## src/rtl/scfp_pkg.sv

```systemverilog
`timescale 1ns / 1ps
// Shared types and constants of the serial command frame parser.
// Used by the parser, the output queue and the top level; depends on nothing.
package scfp_pkg;

	localparam logic [7:0] START_FIRST_RST  = 8'h73;
	localparam logic [7:0] START_SECOND_RST = 8'h32;
	localparam logic [7:0] MAX_PAYLOAD      = 8'd255;
	localparam logic [7:0] RESP_BASE        = 8'h80;

	// Register indexes of the configuration port.
	localparam logic REG_START_FIRST  = 1'b0;
	localparam logic REG_START_SECOND = 1'b1;

	// Command codes.
	localparam logic [7:0] CMD_PING       = 8'h00;
	localparam logic [7:0] CMD_SESS_START = 8'h01;
	localparam logic [7:0] CMD_SESS_END   = 8'h02;
	localparam logic [7:0] CMD_TWO_A      = 8'h03;
	localparam logic [7:0] CMD_TRANSMIT   = 8'h04;
	localparam logic [7:0] CMD_ZERO_A     = 8'h06;
	localparam logic [7:0] CMD_ZERO_B     = 8'h07;
	localparam logic [7:0] CMD_TWO_B      = 8'h09;
	localparam logic [7:0] CMD_TWO_C      = 8'h0a;
	localparam logic [7:0] CMD_ONE_A      = 8'h0b;

	localparam logic [1:0] PCNT_UNKNOWN = 2'd3;

	// Depth of the result queue; must be at least two.
	localparam int OUT_DEPTH = 4;

	typedef enum logic [4:0] {
		PH_IDLE   = 5'b00001,
		PH_START2 = 5'b00010,
		PH_CMD    = 5'b00100,
		PH_PARAMS = 5'b01000,
		PH_DATA   = 5'b10000
	} phase_t;

	typedef struct packed {
		logic       item_kind;
		logic [7:0] command;
		logic [7:0] param_first;
		logic [7:0] param_second;
		logic [7:0] payload_byte;
		logic [7:0] payload_index;
		logic       handled;
		logic [7:0] response_code;
		logic       session_open;
		logic       last;
	} result_t;

	// Up to two results written to the queue in one cycle.
	typedef struct packed {
		logic    v0;
		result_t r0;
		logic    v1;
		result_t r1;
	} push_t;

	function automatic logic [1:0] param_count(input logic [7:0] cmd);
		logic [1:0] n;
		case (cmd) inside
			CMD_PING, CMD_SESS_START, CMD_SESS_END, CMD_ZERO_A, CMD_ZERO_B: n = 2'd0;
			CMD_TRANSMIT, CMD_ONE_A:                                       n = 2'd1;
			CMD_TWO_A, CMD_TWO_B, CMD_TWO_C:                               n = 2'd2;
			default:                                                       n = PCNT_UNKNOWN;
		endcase
		return n;
	endfunction

endpackage

```

## src/rtl/scfp_parser.sv

```systemverilog
`timescale 1ns / 1ps
// Frame parser: input byte register, start code hunt, command and parameter
// decode, and generation of payload and completion results. Uses scfp_pkg.
module scfp_parser (
	input  logic              clk,
	input  logic              arst_n,
	input  logic              cfg_we,
	input  logic              cfg_index,
	input  logic [7:0]        cfg_wdata,
	input  logic              in_valid,
	input  logic [7:0]        in_byte,
	output logic              in_ready,
	input  logic              room2,
	output scfp_pkg::push_t   push
);

	logic [7:0] start_first_q, start_second_q;
	logic       valid_s1;
	logic [7:0] byte_s1;
	logic       fire;

	scfp_pkg::phase_t phase_q, phase_d;
	logic [7:0] cmd_q, cmd_d;
	logic [7:0] p0_q, p0_d, p1_q, p1_d;
	logic [1:0] needed_q, needed_d, seen_q, seen_d;
	logic [7:0] length_q, length_d, pseen_q, pseen_d;
	logic       open_q, open_d;

	logic [1:0] n_cnt, seen_n;
	logic [7:0] p0_n, p1_n, pseen_n;

	function automatic logic open_after(input logic [7:0] cmd, input logic open_in);
		logic o;
		o = open_in;
		if (cmd == scfp_pkg::CMD_PING || cmd == scfp_pkg::CMD_SESS_START) begin
			o = 1'b1;
		end else if (cmd == scfp_pkg::CMD_SESS_END) begin
			o = 1'b0;
		end
		return o;
	endfunction

	function automatic scfp_pkg::result_t make_result(input logic kind, input logic [7:0] cmd,
			input logic [1:0] needed, input logic [7:0] p0, input logic [7:0] p1,
			input logic open_in);
		scfp_pkg::result_t r;
		logic h;
		r = '0;
		h = cmd == scfp_pkg::CMD_PING || cmd == scfp_pkg::CMD_SESS_START ||
			cmd == scfp_pkg::CMD_SESS_END || cmd == scfp_pkg::CMD_TRANSMIT;
		r.item_kind    = kind;
		r.command      = cmd;
		r.param_first  = (needed >= 2'd1) ? p0 : 8'd0;
		r.param_second = (needed >= 2'd2) ? p1 : 8'd0;
		r.session_open = open_in;
		if (kind) begin
			r.handled       = h;
			r.response_code = h ? cmd + scfp_pkg::RESP_BASE : 8'd0;
			r.session_open  = open_after(cmd, open_in);
			r.last          = 1'b1;
		end
		return r;
	endfunction

	// The byte in the input register is parsed once the queue can take two results.
	assign fire     = valid_s1 && room2;
	assign in_ready = !valid_s1 || room2;

	always_ff @(posedge clk or negedge arst_n) begin
		if (!arst_n) begin
			start_first_q  <= scfp_pkg::START_FIRST_RST;
			start_second_q <= scfp_pkg::START_SECOND_RST;
		end else if (cfg_we) begin
			if (cfg_index == scfp_pkg::REG_START_FIRST) begin
				start_first_q <= cfg_wdata;
			end else begin
				start_second_q <= cfg_wdata;
			end
		end
	end

	always_ff @(posedge clk or negedge arst_n) begin
		if (!arst_n) begin
			valid_s1 <= 1'b0;
		end else if (in_ready) begin
			valid_s1 <= in_valid;
		end
	end

	always_ff @(posedge clk) begin
		if (in_ready && in_valid) begin
			byte_s1 <= in_byte;
		end
	end

	always_comb begin
		phase_d  = phase_q;
		cmd_d    = cmd_q;
		p0_d     = p0_q;
		p1_d     = p1_q;
		needed_d = needed_q;
		seen_d   = seen_q;
		length_d = length_q;
		pseen_d  = pseen_q;
		open_d   = open_q;
		push     = '0;
		n_cnt    = scfp_pkg::param_count(byte_s1);
		seen_n   = seen_q + 2'd1;
		p0_n     = seen_q[0] ? p0_q : byte_s1;
		p1_n     = seen_q[0] ? byte_s1 : p1_q;
		pseen_n  = pseen_q + 8'd1;
		if (fire) begin
			case (phase_q)
				scfp_pkg::PH_START2: begin
					if (byte_s1 == start_second_q) begin
						phase_d = scfp_pkg::PH_CMD;
					end else begin
						phase_d = scfp_pkg::PH_IDLE;
						seen_d  = 2'd0;
						pseen_d = 8'd0;
					end
				end
				scfp_pkg::PH_CMD: begin
					cmd_d  = byte_s1;
					seen_d = 2'd0;
					if (n_cnt == scfp_pkg::PCNT_UNKNOWN) begin
						needed_d = 2'd0;
						phase_d  = scfp_pkg::PH_IDLE;
						pseen_d  = 8'd0;
					end else if (n_cnt == 2'd0) begin
						needed_d = 2'd0;
						phase_d  = scfp_pkg::PH_IDLE;
						pseen_d  = 8'd0;
						push.v0  = 1'b1;
						push.r0  = make_result(1'b1, byte_s1, 2'd0, p0_q, p1_q, open_q);
						open_d   = open_after(byte_s1, open_q);
					end else begin
						needed_d = n_cnt;
						phase_d  = scfp_pkg::PH_PARAMS;
					end
				end
				scfp_pkg::PH_PARAMS: begin
					p0_d   = p0_n;
					p1_d   = p1_n;
					seen_d = seen_n;
					if (seen_n >= needed_q) begin
						length_d = p0_n;
						pseen_d  = 8'd0;
						if (p0_n == 8'd0) begin
							// Empty payload: the frame completes on its last parameter.
							phase_d = scfp_pkg::PH_IDLE;
							seen_d  = 2'd0;
							push.v0 = 1'b1;
							push.r0 = make_result(1'b1, cmd_q, needed_q, p0_n, p1_n, open_q);
							open_d  = open_after(cmd_q, open_q);
						end else if (p0_n > scfp_pkg::MAX_PAYLOAD) begin
							phase_d = scfp_pkg::PH_IDLE;
							seen_d  = 2'd0;
						end else begin
							phase_d = scfp_pkg::PH_DATA;
						end
					end
				end
				scfp_pkg::PH_DATA: begin
					push.v0               = 1'b1;
					push.r0               = make_result(1'b0, cmd_q, needed_q, p0_q, p1_q,
						open_q);
					push.r0.payload_byte  = byte_s1;
					push.r0.payload_index = pseen_q;
					if (pseen_n == length_q) begin
						// Last payload byte also closes the frame.
						phase_d = scfp_pkg::PH_IDLE;
						seen_d  = 2'd0;
						pseen_d = 8'd0;
						push.v1 = 1'b1;
						push.r1 = make_result(1'b1, cmd_q, needed_q, p0_q, p1_q, open_q);
						open_d  = open_after(cmd_q, open_q);
					end else begin
						pseen_d      = pseen_n;
						push.r0.last = 1'b1;
					end
				end
				default: begin
					if (byte_s1 == start_first_q) begin
						phase_d = scfp_pkg::PH_START2;
					end else begin
						phase_d = scfp_pkg::PH_IDLE;
						seen_d  = 2'd0;
						pseen_d = 8'd0;
					end
				end
			endcase
		end
	end

	always_ff @(posedge clk or negedge arst_n) begin
		if (!arst_n) begin
			phase_q  <= scfp_pkg::PH_IDLE;
			cmd_q    <= 8'd0;
			p0_q     <= 8'd0;
			p1_q     <= 8'd0;
			needed_q <= 2'd0;
			seen_q   <= 2'd0;
			length_q <= 8'd0;
			pseen_q  <= 8'd0;
			open_q   <= 1'b0;
		end else begin
			phase_q  <= phase_d;
			cmd_q    <= cmd_d;
			p0_q     <= p0_d;
			p1_q     <= p1_d;
			needed_q <= needed_d;
			seen_q   <= seen_d;
			length_q <= length_d;
			pseen_q  <= pseen_d;
			open_q   <= open_d;
		end
	end

endmodule

```

## src/rtl/scfp_out_fifo.sv

```systemverilog
`timescale 1ns / 1ps
// Result queue: takes up to two results per cycle, hands out one per request.
// Uses scfp_pkg for the result and push types.
module scfp_out_fifo #(
	parameter int DEPTH = scfp_pkg::OUT_DEPTH
) (
	input  logic                           clk,
	input  logic                           arst_n,
	input  scfp_pkg::push_t                push,
	output logic                           room2,
	output logic                           out_valid,
	input  logic                           out_ready,
	output scfp_pkg::result_t              out_data,
	output logic [$clog2(DEPTH + 1) - 1:0] level
);

	localparam int PTR_W = $clog2(DEPTH);
	localparam int CNT_W = $clog2(DEPTH + 1);

	scfp_pkg::result_t mem_q [DEPTH];
	logic [PTR_W - 1:0] wr_ptr_q, rd_ptr_q, wr_ptr_1;
	logic [CNT_W - 1:0] count_q;
	logic               pop;

	function automatic logic [PTR_W - 1:0] inc(input logic [PTR_W - 1:0] p);
		return (p == PTR_W'(DEPTH - 1)) ? '0 : p + 1'b1;
	endfunction

	assign wr_ptr_1  = inc(wr_ptr_q);
	assign pop       = out_valid && out_ready;
	assign out_valid = count_q != '0;
	assign out_data  = mem_q[rd_ptr_q];
	assign room2     = count_q <= CNT_W'(DEPTH - 2);
	assign level     = count_q;

	always_ff @(posedge clk) begin
		if (push.v0) begin
			mem_q[wr_ptr_q] <= push.r0;
		end
		if (push.v1) begin
			mem_q[wr_ptr_1] <= push.r1;
		end
	end

	always_ff @(posedge clk or negedge arst_n) begin
		if (!arst_n) begin
			wr_ptr_q <= '0;
			rd_ptr_q <= '0;
			count_q  <= '0;
		end else begin
			if (push.v0 && push.v1) begin
				wr_ptr_q <= inc(wr_ptr_1);
			end else if (push.v0) begin
				wr_ptr_q <= wr_ptr_1;
			end
			if (pop) begin
				rd_ptr_q <= inc(rd_ptr_q);
			end
			count_q <= count_q + CNT_W'(push.v0) + CNT_W'(push.v1) - CNT_W'(pop);
		end
	end

endmodule

```

## src/rtl/serial_command_frame_parser_top.sv

```systemverilog
`timescale 1ns / 1ps
// Top level of the serial command frame parser: parser and result queue.
// Depends on scfp_pkg, scfp_parser and scfp_out_fifo.

// The block takes one host link byte per clock while the input register is
// free or the result queue has room for two more results. A byte is held in
// an input register and parsed once the queue has that room; its results
// (none, one, or a payload item followed by a completion item) are written
// to a small result queue, which registers them before they appear on the
// output. With a consumer that keeps tready high the rate is one byte per
// cycle.
// The start code bytes may be rewritten through the cfg port while idle.
module serial_command_frame_parser_top #(
	parameter int OUT_DEPTH = scfp_pkg::OUT_DEPTH
) (
	input  logic        clk,
	input  logic        arst_n,
	input  logic        cfg_we,
	input  logic        cfg_index,
	input  logic [7:0]  cfg_wdata,
	input  logic        s_axis_tvalid,
	output logic        s_axis_tready,
	input  logic [7:0]  s_axis_tdata,   // rx_byte[7:0]
	output logic        m_axis_tvalid,
	input  logic        m_axis_tready,
	// command[7:0], param_first[15:8], param_second[23:16], payload_byte[31:24],
	// payload_index[39:32], handled[40], response_code[48:41], session_open[49], zero
	output logic [55:0] m_axis_tdata,
	output logic        m_axis_tuser,   // item_kind
	output logic        m_axis_tlast    // last
);

	scfp_pkg::push_t   push;
	scfp_pkg::result_t head;
	logic              room2;
	logic [$clog2(OUT_DEPTH + 1) - 1:0] level;

	scfp_parser u_parser (
		.clk       (clk),
		.arst_n    (arst_n),
		.cfg_we    (cfg_we),
		.cfg_index (cfg_index),
		.cfg_wdata (cfg_wdata),
		.in_valid  (s_axis_tvalid),
		.in_byte   (s_axis_tdata),
		.in_ready  (s_axis_tready),
		.room2     (room2),
		.push      (push)
	);

	scfp_out_fifo #(
		.DEPTH (OUT_DEPTH)
	) u_out_fifo (
		.clk       (clk),
		.arst_n    (arst_n),
		.push      (push),
		.room2     (room2),
		.out_valid (m_axis_tvalid),
		.out_ready (m_axis_tready),
		.out_data  (head),
		.level     (level)
	);

	assign m_axis_tdata = {6'd0, head.session_open, head.response_code, head.handled,
		head.payload_index, head.payload_byte, head.param_second, head.param_first,
		head.command};
	assign m_axis_tuser = head.item_kind;
	assign m_axis_tlast = head.last;

	// The queue never holds more results than it has entries.
	a_level_bound: assert property (@(posedge clk) disable iff (!arst_n)
		level <= ($clog2(OUT_DEPTH + 1))'(OUT_DEPTH))
		else $error("result queue overflow");

	// A second result in one cycle only follows a first one.
	a_push_order: assert property (@(posedge clk) disable iff (!arst_n)
		push.v1 |-> push.v0)
		else $error("second result without first");

	// A byte that yields two results gives a payload item, then the final completion.
	a_pair_shape: assert property (@(posedge clk) disable iff (!arst_n)
		push.v1 |-> (!push.r0.item_kind && !push.r0.last &&
			push.r1.item_kind && push.r1.last))
		else $error("malformed result pair");

	// Output valid tracks a non-empty queue.
	a_valid_level: assert property (@(posedge clk) disable iff (!arst_n)
		m_axis_tvalid == (level != '0))
		else $error("output valid does not match queue level");

endmodule

```

## config.mk

```make
export PLATFORM = sky130hd
export DESIGN_NAME = serial_command_frame_parser_top
export DESIGN_NICKNAME = d
export VERILOG_FILES = /design/src/rtl/scfp_pkg.sv /design/src/rtl/scfp_parser.sv /design/src/rtl/scfp_out_fifo.sv /design/src/rtl/serial_command_frame_parser_top.sv
export SDC_FILE = /design/constraint.sdc
export NUM_CORES = 1
export LEC_CHECK = 0
export BUFFER_PORTS_ARGS = -buffer_cell sky130_fd_sc_hd__buf_2
export CAP_MARGIN = 20
export CORE_MARGIN = 3
export CORE_UTILIZATION = 45
export DETAILED_ROUTE_END_ITERATION = 10
export SKIP_LAST_GASP = 1
export SYNTH_ARGS = -nofsm -noshare
export SYNTH_HDL_FRONTEND = slang
export SYNTH_SLANG_ARGS = --single-unit
export TNS_END_PERCENT = 50
```

## constraint.sdc

```tcl
create_clock -name clk -period 4.1 [get_ports clk]
set_input_delay 0.82 -clock clk [delete_from_list [all_inputs] [get_ports clk]]
set_output_delay 0.82 -clock clk [all_outputs]
set_load 0.005 [all_outputs]
```

==> results of run 1 <==
## sequential cells by signal, summed over array words and instances (netlist names), 2 cells and up
register and count:
u_parser.p0_q 8, u_out_fifo.wr_ptr_q 2, u_parser.p1_q 8, u_out_fifo.rd_ptr_q 2
u_parser.cmd_q 8, u_parser.length_q 8, u_out_fifo.level 3, u_parser.pseen_q 8
u_out_fifo.mem_q 208, u_parser.start_second_q 8, u_parser.start_first_q 8, u_parser.seen_q 2
u_parser.byte_s1 8, u_parser.phase_q 5, u_parser.needed_q 2
## cells by family (layout without fill, tap and decap cells)
family	after synthesis	in the layout	share of synthesized area (%)
compound gates	250	250	11.4
mux	110	110	12.8
xor+xnor	30	30	1.85
buf+inv	112	197	3.46
flops	290	290	54.3
fa+ha+maj	18	18	1.69
simple gates	420	420	14.5
other cells	1	22	0.0264
## Yosys cell counts, types with 6 or more instances
master | number | area, µm²
sky130_fd_sc_hd__a21oi_1 | 123 | 616
sky130_fd_sc_hd__a21oi_2 | 9 | 78.8
sky130_fd_sc_hd__a22o_1 | 12 | 105
sky130_fd_sc_hd__a32o_1 | 32 | 320
sky130_fd_sc_hd__and3_1 | 7 | 43.8
sky130_fd_sc_hd__buf_2 | 13 | 65.1
sky130_fd_sc_hd__buf_4 | 10 | 75.1
sky130_fd_sc_hd__clkbuf_1 | 63 | 236
sky130_fd_sc_hd__dfrtp_1 | 65 | 1630
sky130_fd_sc_hd__dfstp_2 | 9 | 236
sky130_fd_sc_hd__dfxtp_1 | 64 | 1280
sky130_fd_sc_hd__edfxtp_1 | 152 | 4560
sky130_fd_sc_hd__ha_1 | 16 | 200
sky130_fd_sc_hd__inv_1 | 18 | 67.6
sky130_fd_sc_hd__mux2_2 | 47 | 529
sky130_fd_sc_hd__mux2i_1 | 11 | 110
sky130_fd_sc_hd__mux4_2 | 52 | 1170
sky130_fd_sc_hd__nand2_1 | 98 | 368
sky130_fd_sc_hd__nand2b_1 | 11 | 68.8
sky130_fd_sc_hd__nand3_1 | 43 | 215
sky130_fd_sc_hd__nand4_1 | 6 | 37.5
sky130_fd_sc_hd__nor2_1 | 188 | 706
sky130_fd_sc_hd__nor3_1 | 10 | 50.1
sky130_fd_sc_hd__o21ai_0 | 23 | 115
sky130_fd_sc_hd__o22ai_1 | 11 | 68.8
sky130_fd_sc_hd__or4_1 | 8 | 60.1
sky130_fd_sc_hd__xnor2_1 | 15 | 131
sky130_fd_sc_hd__xor2_1 | 15 | 131
## worst register-to-register path, cell delays in order (launching register included)
cell and delay, ns:
sky130_fd_sc_hd__dfrtp_1 0.45, sky130_fd_sc_hd__ha_1 0.36, sky130_fd_sc_hd__xor2_1 0.16, sky130_fd_sc_hd__nor3_1 0.24, sky130_fd_sc_hd__o211a_1 0.21, sky130_fd_sc_hd__or3b_1 0.39
sky130_fd_sc_hd__nor4b_2 0.28, sky130_fd_sc_hd__buf_4 0.19, sky130_fd_sc_hd__inv_1 0.07, sky130_fd_sc_hd__ha_1 0.29, sky130_fd_sc_hd__fa_1 0.39, sky130_fd_sc_hd__inv_1 0.07
sky130_fd_sc_hd__fa_1 0.41
## cell type report
class	count	area, µm²	area share (%)
inverter	18	67.6	0.418
tap	396	495	3.07
clock inverter	10	150	0.930
multi-input combinational	850	6080	37.6
timing repair buffer	122	756	4.68
clock buffer	47	888	5.50
sequential	290	7710	47.8
## per-stage QoR
step	total power [mW]	cell area [µm²]	instances	utilization (%)
3_5_place_dp	4.40	15100	1676	49.0
5_1_grt	7.42	16200	1733	52.4
4_1_cts	7.23	16200	1733	52.4
6_report	7.14	16200	1733	52.4
2_1_floorplan	4.02	14300	1252	-
3_3_place_gp	4.39	15100	1676	49.0
## per-layer routing
metal | up-vias | share of wire, % | track usage (%)
met2 | 369 | 48 | 36.4
met4 | 0 | 2.1 | 5.00
li1 | 4682 | - | -
met5 | - | 0 | 0
met3 | 58 | 6.6 | 2.79
met1 | 4988 | 43 | 29.7
## final timing paths
kind                       cells past startpoint                         end                    start  slack (ns)
max                                           12         u_out_fifo.level[1]      u_parser.pseen_q[0]        0.45
min                                            1  u_parser.start_second_q[3]                   arst_n        0.43
max reg2reg                                   12         u_out_fifo.level[1]      u_parser.pseen_q[0]        0.45
min reg2reg                                    2     u_out_fifo.mem_q[3][20]  u_out_fifo.mem_q[3][20]        0.48
max in group asynchronous                      1      u_out_fifo.rd_ptr_q[0]                   arst_n        2.93
min in group clk                               1         u_parser.byte_s1[0]          s_axis_tdata[0]        0.45
## power groups by stage
stage                     clock [mW]  combinational (mW)  sequential (mW)
after floorplan                    0               0.788             3.23
after global placement             0               0.944             3.45
after detailed placement           0               0.948             3.45
after CTS                       2.88               0.950             3.39
after global routing            3.00                1.01             3.42
final                           2.83               0.934             3.38
==> results.md, run 1 <==
- The worst path meets setup with 0.454 ns of slack.
- The post-route antenna net violation count is 0.
- The worst setup path is of the register to register kind.
- The share of total power in the clock network is about two fifths.
- Setup repair after global routing left no endpoint under its margin.
- The total of flip-flops plus latches after synthesis is 290.
- Combinational cells account for between 10% and 20% of the total power.
- The initial standard-cell utilization of the core is a little under half.
- Summed over all nets, the half-perimeter wirelength after detailed placement is 24500 µm.
- The sort of element at the end of the critical path is a register.
- The via count is around 10000.
- TritonCTS built the clock tree.
- The overflow left after global routing is 0.
- The internal portion of total power is 5.33 mW.
- The number of enable flip-flop cells after synthesis is 152.
- The final-stage net count is 1353.
- Net switching is between 20% and 30% of the power.
- The number of global-route vias before repair is 9985.
- The Yosys step of the flow raised 0 warnings.
- The longest clock path from root to sink contains 3 buffers.
- The wire length after detailed routing is 36400 µm.
- Dividing the detail-routed wire length by the instance count gives about 21 µm.
- Row generation in the floorplan step produced 64 rows.
- The post-route clock period utilization is 88.9%.
- The die is 184 µm tall.
- Entering global routing, the biggest net connects 75 pins.
- The first global-routing pass estimated 57300 µm of wire.
- The clock-pin transition on the worst setup and hold timing paths is roughly 0.06 ns.
- The number of filler cells placed in the layout is 2701.
- Buffers inserted to repair hold after CTS numbered 0.
- OpenSTA, run right after detailed placement, puts the worst setup slack at 0.474 ns.
- After the first detailed-routing iteration, the DRC count stood at slightly below 900.
- In this run, CTS created clock tree buffers numbering 31.
- The library cells used most frequently in the layout, excluding fill and tap cells, are sky130_fd_sc_hd__nor2_1 (188), sky130_fd_sc_hd__edfxtp_1 (152), sky130_fd_sc_hd__a21oi_1 (123).
- The sequential-to-total area share from yosys stat is a little over half.
- The worst-path cell with the longest stage delay is sky130_fd_sc_hd__dfrtp_1.
- The run finished with clean final reports.
- The mean number of vias per cell is between 5 and 6.
- The quantity of I/O buffers inserted on ports is 75.
- The switching power total is 1.81 mW.
- The die area is 33700 µm².
- The cell area that synthesis handed to floorplanning was ~14000 µm².
- The unique cell type count in the Yosys netlist is between 70 and 80.
- The number of pins with negative max-slew slack in the final report is 0.
- In this run the horizontal extent of the chip is 184 µm.
- The maximum cell stage delay along the critical path is 0.45 ns.
- The number of standard cells after synthesis is ~1200.
- The cell family contributing the most delay on the critical path is adder cells.
- Once the clock tree was built, the setup fixing pass inserted 0 buffers.
- The number of antenna violations at the first check in global routing came to 0.
- The final hold violation count is 0.
- The mean area per synthesized cell is between 10 and 15 µm².
- For this run, design rule violations remaining after detail routing come to 0.
- The smallest clock period supported by the final layout is computed as 3.65 ns.
- In this run, flip-flops and latches consume 47.3% of the power.
- Relative to the synthesized area, the layout overhead comes to 13.8%.
- The global placement routability congestion is 0.909.
- The source-to-sink clock delay at the later pin of the worst-skew pair is 0.56 ns.
- After clock tree synthesis, the repair step resized 0 gates.
- Setup violations remaining at the end of the flow were counted as 0.
- The worst hold slack is 0.432 ns.
- The prevailing post-synth register cell is sky130_fd_sc_hd__edfxtp_1.
- STA classifies the critical path startpoint as a register.
- The arrival time at the worst endpoint is 4.06 ns.
- Clock tree synthesis found a total of 290 sinks.
- Max-cap violations in this run came to 0.
- The master cell of the clock root buffer is sky130_fd_sc_hd__clkbuf_16.
- Counting both buffers and inverters, the worst setup path holds a total of 3.
- Walking the worst path, the cells encountered are ha_1 -> xor2_1 -> nor3_1 -> o211a_1 -> or3b_1 -> nor4b_2 -> buf_4 -> inv_1 -> ha_1 -> fa_1 -> inv_1 -> fa_1.
- Before antenna repair, the detailed router went through 8 iterations.
- The maximum clock frequency is 274 MHz.
- The most frequent standard cell in the layout excluding fill and tap cells is sky130_fd_sc_hd__nor2_1.
- The headroom to the max-slew limit is 29.1%.
- The class of the tightest hold or removal check is primary input to asynchronous set/reset pin.
- The largest voltage drop on the vdd net is between 200 and 300 µV.
- Of all nets on the critical path, the largest fanout is 7.
- In this run the standard cell core region covers 30800 µm².
- The number of antenna cells inserted is 0.
- In the global route stage, overall resource usage came out at 21.5%.
- In this run the number of H-tree levels came out at 1.
- The actual transition at the worst max-transition pin is 1.06 ns.
- The analysis attributes to cell leakage a power of 5.52 nW.
- Of the cells placed in the final design, the portion with a size suffix greater than 1 is 23.2%.
- The final-layout setup total negative slack is 0 ns.
- The clock arrives with 0.0178 ns of skew.
- The total power density per cell area is 442 nW/µm².
- The critical path data required time is around 4.5 ns.
- The proportion of synthesized flip-flops having asynchronous set or reset is about a quarter.
- 82 I/O pins were placed.
(Power assumes the default switching activity.)
==> inputs of run 2 (changes only) <==
--- a/constraint.sdc
+++ b/constraint.sdc
@@ -3,2 +3,2 @@
 set_output_delay 0.82 -clock clk [all_outputs]
-set_load 0.005 [all_outputs]
+set_load 0.05 [all_outputs]
==> run 2 against run 1 <==
Against the previous run:
- combinational power is 11% higher
- clock skew is 0.0040 ns higher
- wire length is 1.5% higher
- critical path type unchanged
- design area is 0.12% lower
- critical path depth stayed put
- final cell count stayed put
- worst setup slack worse by 0.00066 ns
==> results.md, run 2 (synthesis results as in run 1) <==
- The static power due to leakage came to 5.52 nW (-0.12%).
- The quantity of I/O buffers inserted on ports came to 75 (unchanged).
- The routing usage on met2 is 36.9% (+0.51 points).
- The library cell used most frequently in the layout, excluding fill and tap cells, is sky130_fd_sc_hd__nor2_1.
- The maximum number of buffers from clock root to sink was 3 (unchanged).
- The maximum clock frequency is 274 MHz (about the same).
- The cell family contributing the most delay on the critical path is adder cells.
- The die area was 33700 µm² (unchanged).
- The post-detailed-placement half-perimeter wirelength is 24700 µm (+1.1%).
- STA classifies the critical path startpoint as a register.
- The wire length per cell is 21.3 µm (+1.5%).
- The run finished with clean final reports.
- TritonCTS built the clock tree.
- The final-stage net count is 1353 (unchanged).
- The global placement routability congestion is 0.911 (+0.19%).
- Following the worst setup path forward leads to its endpoint at u_out_fifo.level[1].
- The initial standard-cell utilization of the core is 46.0% (unchanged).
- The placement row count is 64 (unchanged).
- The number of buffer and inverter stages on the critical path is 3 (unchanged).
- The number of antenna violations at the first check in global routing is 0 (unchanged).
- The slowest stage of the critical path is the sky130_fd_sc_hd__dfrtp_1 cell.
- The largest net degree at the start of global routing is 75 (unchanged).
- More flip-flops sit in one register than any other, and that register is u_out_fifo.mem_q.
- The end-of-flow core utilization is 52.3% (-0.065 points).
- The max-capacitance violation count is 0 (unchanged).
- The met3 usage is 2.89% (+0.099 points).
- The overall die height is 184 µm (unchanged).
- The total of cells resized after clock tree synthesis is 0 (unchanged).
- The path depth of the worst reg2reg path was 12 (unchanged).
- The number of buffers added to fix hold violations after cts is 0 (unchanged).
- The clock-pin transition on the worst setup and hold timing paths came to 0.06 ns (about the same).
- The overall routing resource usage was 22.0% (+0.52 points).
- The worst register-to-register path begins at u_parser.pseen_q[0].
- The signal on the critical path passes through ha_1 -> xor2_1 -> nor3_1 -> o211a_1 -> or3b_1 -> nor4b_2 -> buf_4 -> inv_1 -> ha_1 -> fa_1 -> inv_1 -> fa_1.
- The remaining design rule violation count is 0 (unchanged).
- The wire length after detailed routing was 36900 µm (+1.5%).
- The setup fix buffers added after clock tree synthesis came to 0 (unchanged).
- The final setup violation count is 0 (unchanged).
- The floorplan core area came to 30800 µm² (unchanged).
- The via count is 9997 (-0.99%).
- The flip-flop count of the largest register, all copies and words added was 208 (unchanged).
- The detailed router's first-iteration violation count is 918 (+6.1%).
- The TritonCTS sink count is 290 (unchanged).
- The total power density per cell area is 447 nW/µm² (+1.1%).
- In this run the clock root is driven by a sky130_fd_sc_hd__clkbuf_16.
- The post-route antenna net violation count is 0 (unchanged).
- The time the worst path needs with I/O delays and setup is 3.65 ns (+0.000662 ns).
- The number of levels in the clock H-tree is 1 (unchanged).
- The arrival time at the worst endpoint came to 4.09 ns (+0.03 ns).
- In this run the critical register-to-register path is captured at u_out_fifo.level[1].
- The final-layout setup total negative slack is 0 ns (unchanged).
- The number of antenna cells inserted was 0 (unchanged).
- The number of pins with negative max-slew slack in the final report is 0 (unchanged).
- The sort of element at the end of the critical path is a register.
- The critical path data required time was 4.55 ns (+0.03 ns).
- The final hold violation count is 0 (unchanged).
- The number of global-route vias before repair is 9913 (-0.72%).
- The worst setup skew after layout is 0.0219 ns (+0.00404 ns).
- The global-route wire length before repair is 57900 µm (+1.0%).
- The tightest min-delay check is of the primary input to asynchronous set/reset pin type.
- The global routing usage on met1 was 30.6% (+0.87 points).
- The post-route clock period utilization is 89.0% (about the same).
- The critical path in this run is classified as register to register.
- The number of buffers added by the clock tree synthesis step is 31 (unchanged).
- The first-pass iteration count of the detailed router came to 5 (-3).
- The mean number of vias per cell is 5.77 (-0.99%).
- The actual transition at the worst max-transition pin is 1.07 ns (+0.0161 ns).
- The proportion of layout cells with a drive suffix above 1 is 23.5% (+0.30 points).
- The top cell types in the final layout, fill and taps aside, are sky130_fd_sc_hd__nor2_1 (188), sky130_fd_sc_hd__edfxtp_1 (152), sky130_fd_sc_hd__a21oi_1 (123).
- From synthesis to final layout, the design area changed by 13.6%.
- The internal reg-to-reg setup slack is 0.45 ns (about the same).
- The final total power came to 7.21 mW (+1.0%).
- Setup repair after global routing left no endpoint under its margin.
- The largest fanout of any net on the critical path is 7 (unchanged).
- The critical path starts at u_parser.pseen_q[0].
- The headroom to the max-slew limit is 28.0% (-1.1 points).
- The largest voltage drop on the vdd net is 384 µV (+30%).
- The I/O pin count was 82 (unchanged).
- The die boundary width is 184 µm (unchanged).
- The number of logic stages on the critical path including buffering is 12 (unchanged).
- The maximum cell stage delay along the critical path was 0.45 ns (about the same).
- The source-to-sink clock delay at the later pin of the worst-skew pair is 0.58 ns (+0.02 ns).
- In this run the most used layer during global routing was met2.
- The overflow left after global routing came to 0 (unchanged).
==> run 2: layout make-up <==
type | instances | area (µm²)
clock buffer | 48 | 923
clock inverter | 9 | 95.1
fill | 2708 | 14700
inverter | 18 | 67.6
multi-input combinational | 850 | 6080
sequential | 290 | 7710
tap | 396 | 495
timing repair buffer | 122 | 756
==> run 2: metal layers <==
layer / vias to the layer above / share of wire, %
li1: 4688 / -
met1: 4919 / 43
met2: 338 / 49
met3: 52 / 5.9
met4: 0 / 2.2
met5: - / 0
==> run 2: stage by stage <==
stage | hold slack [ns] | setup slack, ns | cell area, µm² | instances
after global placement | 0.461 | 0.562 | 15100 | 1676
after detailed placement | 0.473 | 0.444 | 15100 | 1676
final | 0.415 | 0.453 | 16100 | 1733
after floorplan | 0.449 | 0.334 | 14300 | 1252
after CTS | 0.408 | 0.442 | 16100 | 1733
after global routing | 0.418 | 0.174 | 16100 | 1733
==> run 2: worst min-delay path by stage <==
stage                                  to  slack, ns  depth (start not counted)
6_report       u_parser.start_second_q[3]       0.42                          1
3_5_place_dp      u_out_fifo.mem_q[1][16]       0.47                          2
2_1_floorplan     u_out_fifo.mem_q[1][17]       0.45                          2
4_1_cts               u_parser.byte_s1[0]       0.41                          1
3_3_place_gp      u_out_fifo.mem_q[3][16]       0.46                          2
5_1_grt               u_parser.byte_s1[0]       0.42                          1
==> run 2: report_power, final <==
group / internal [mW] / total (mW) / switching (mW)
logic: 0.462 / 1.04 / 0.582
registers: 3.14 / 3.40 / 0.265
clock network: 1.62 / 2.77 / 1.15
total: 5.21 / 7.21 / 2.00
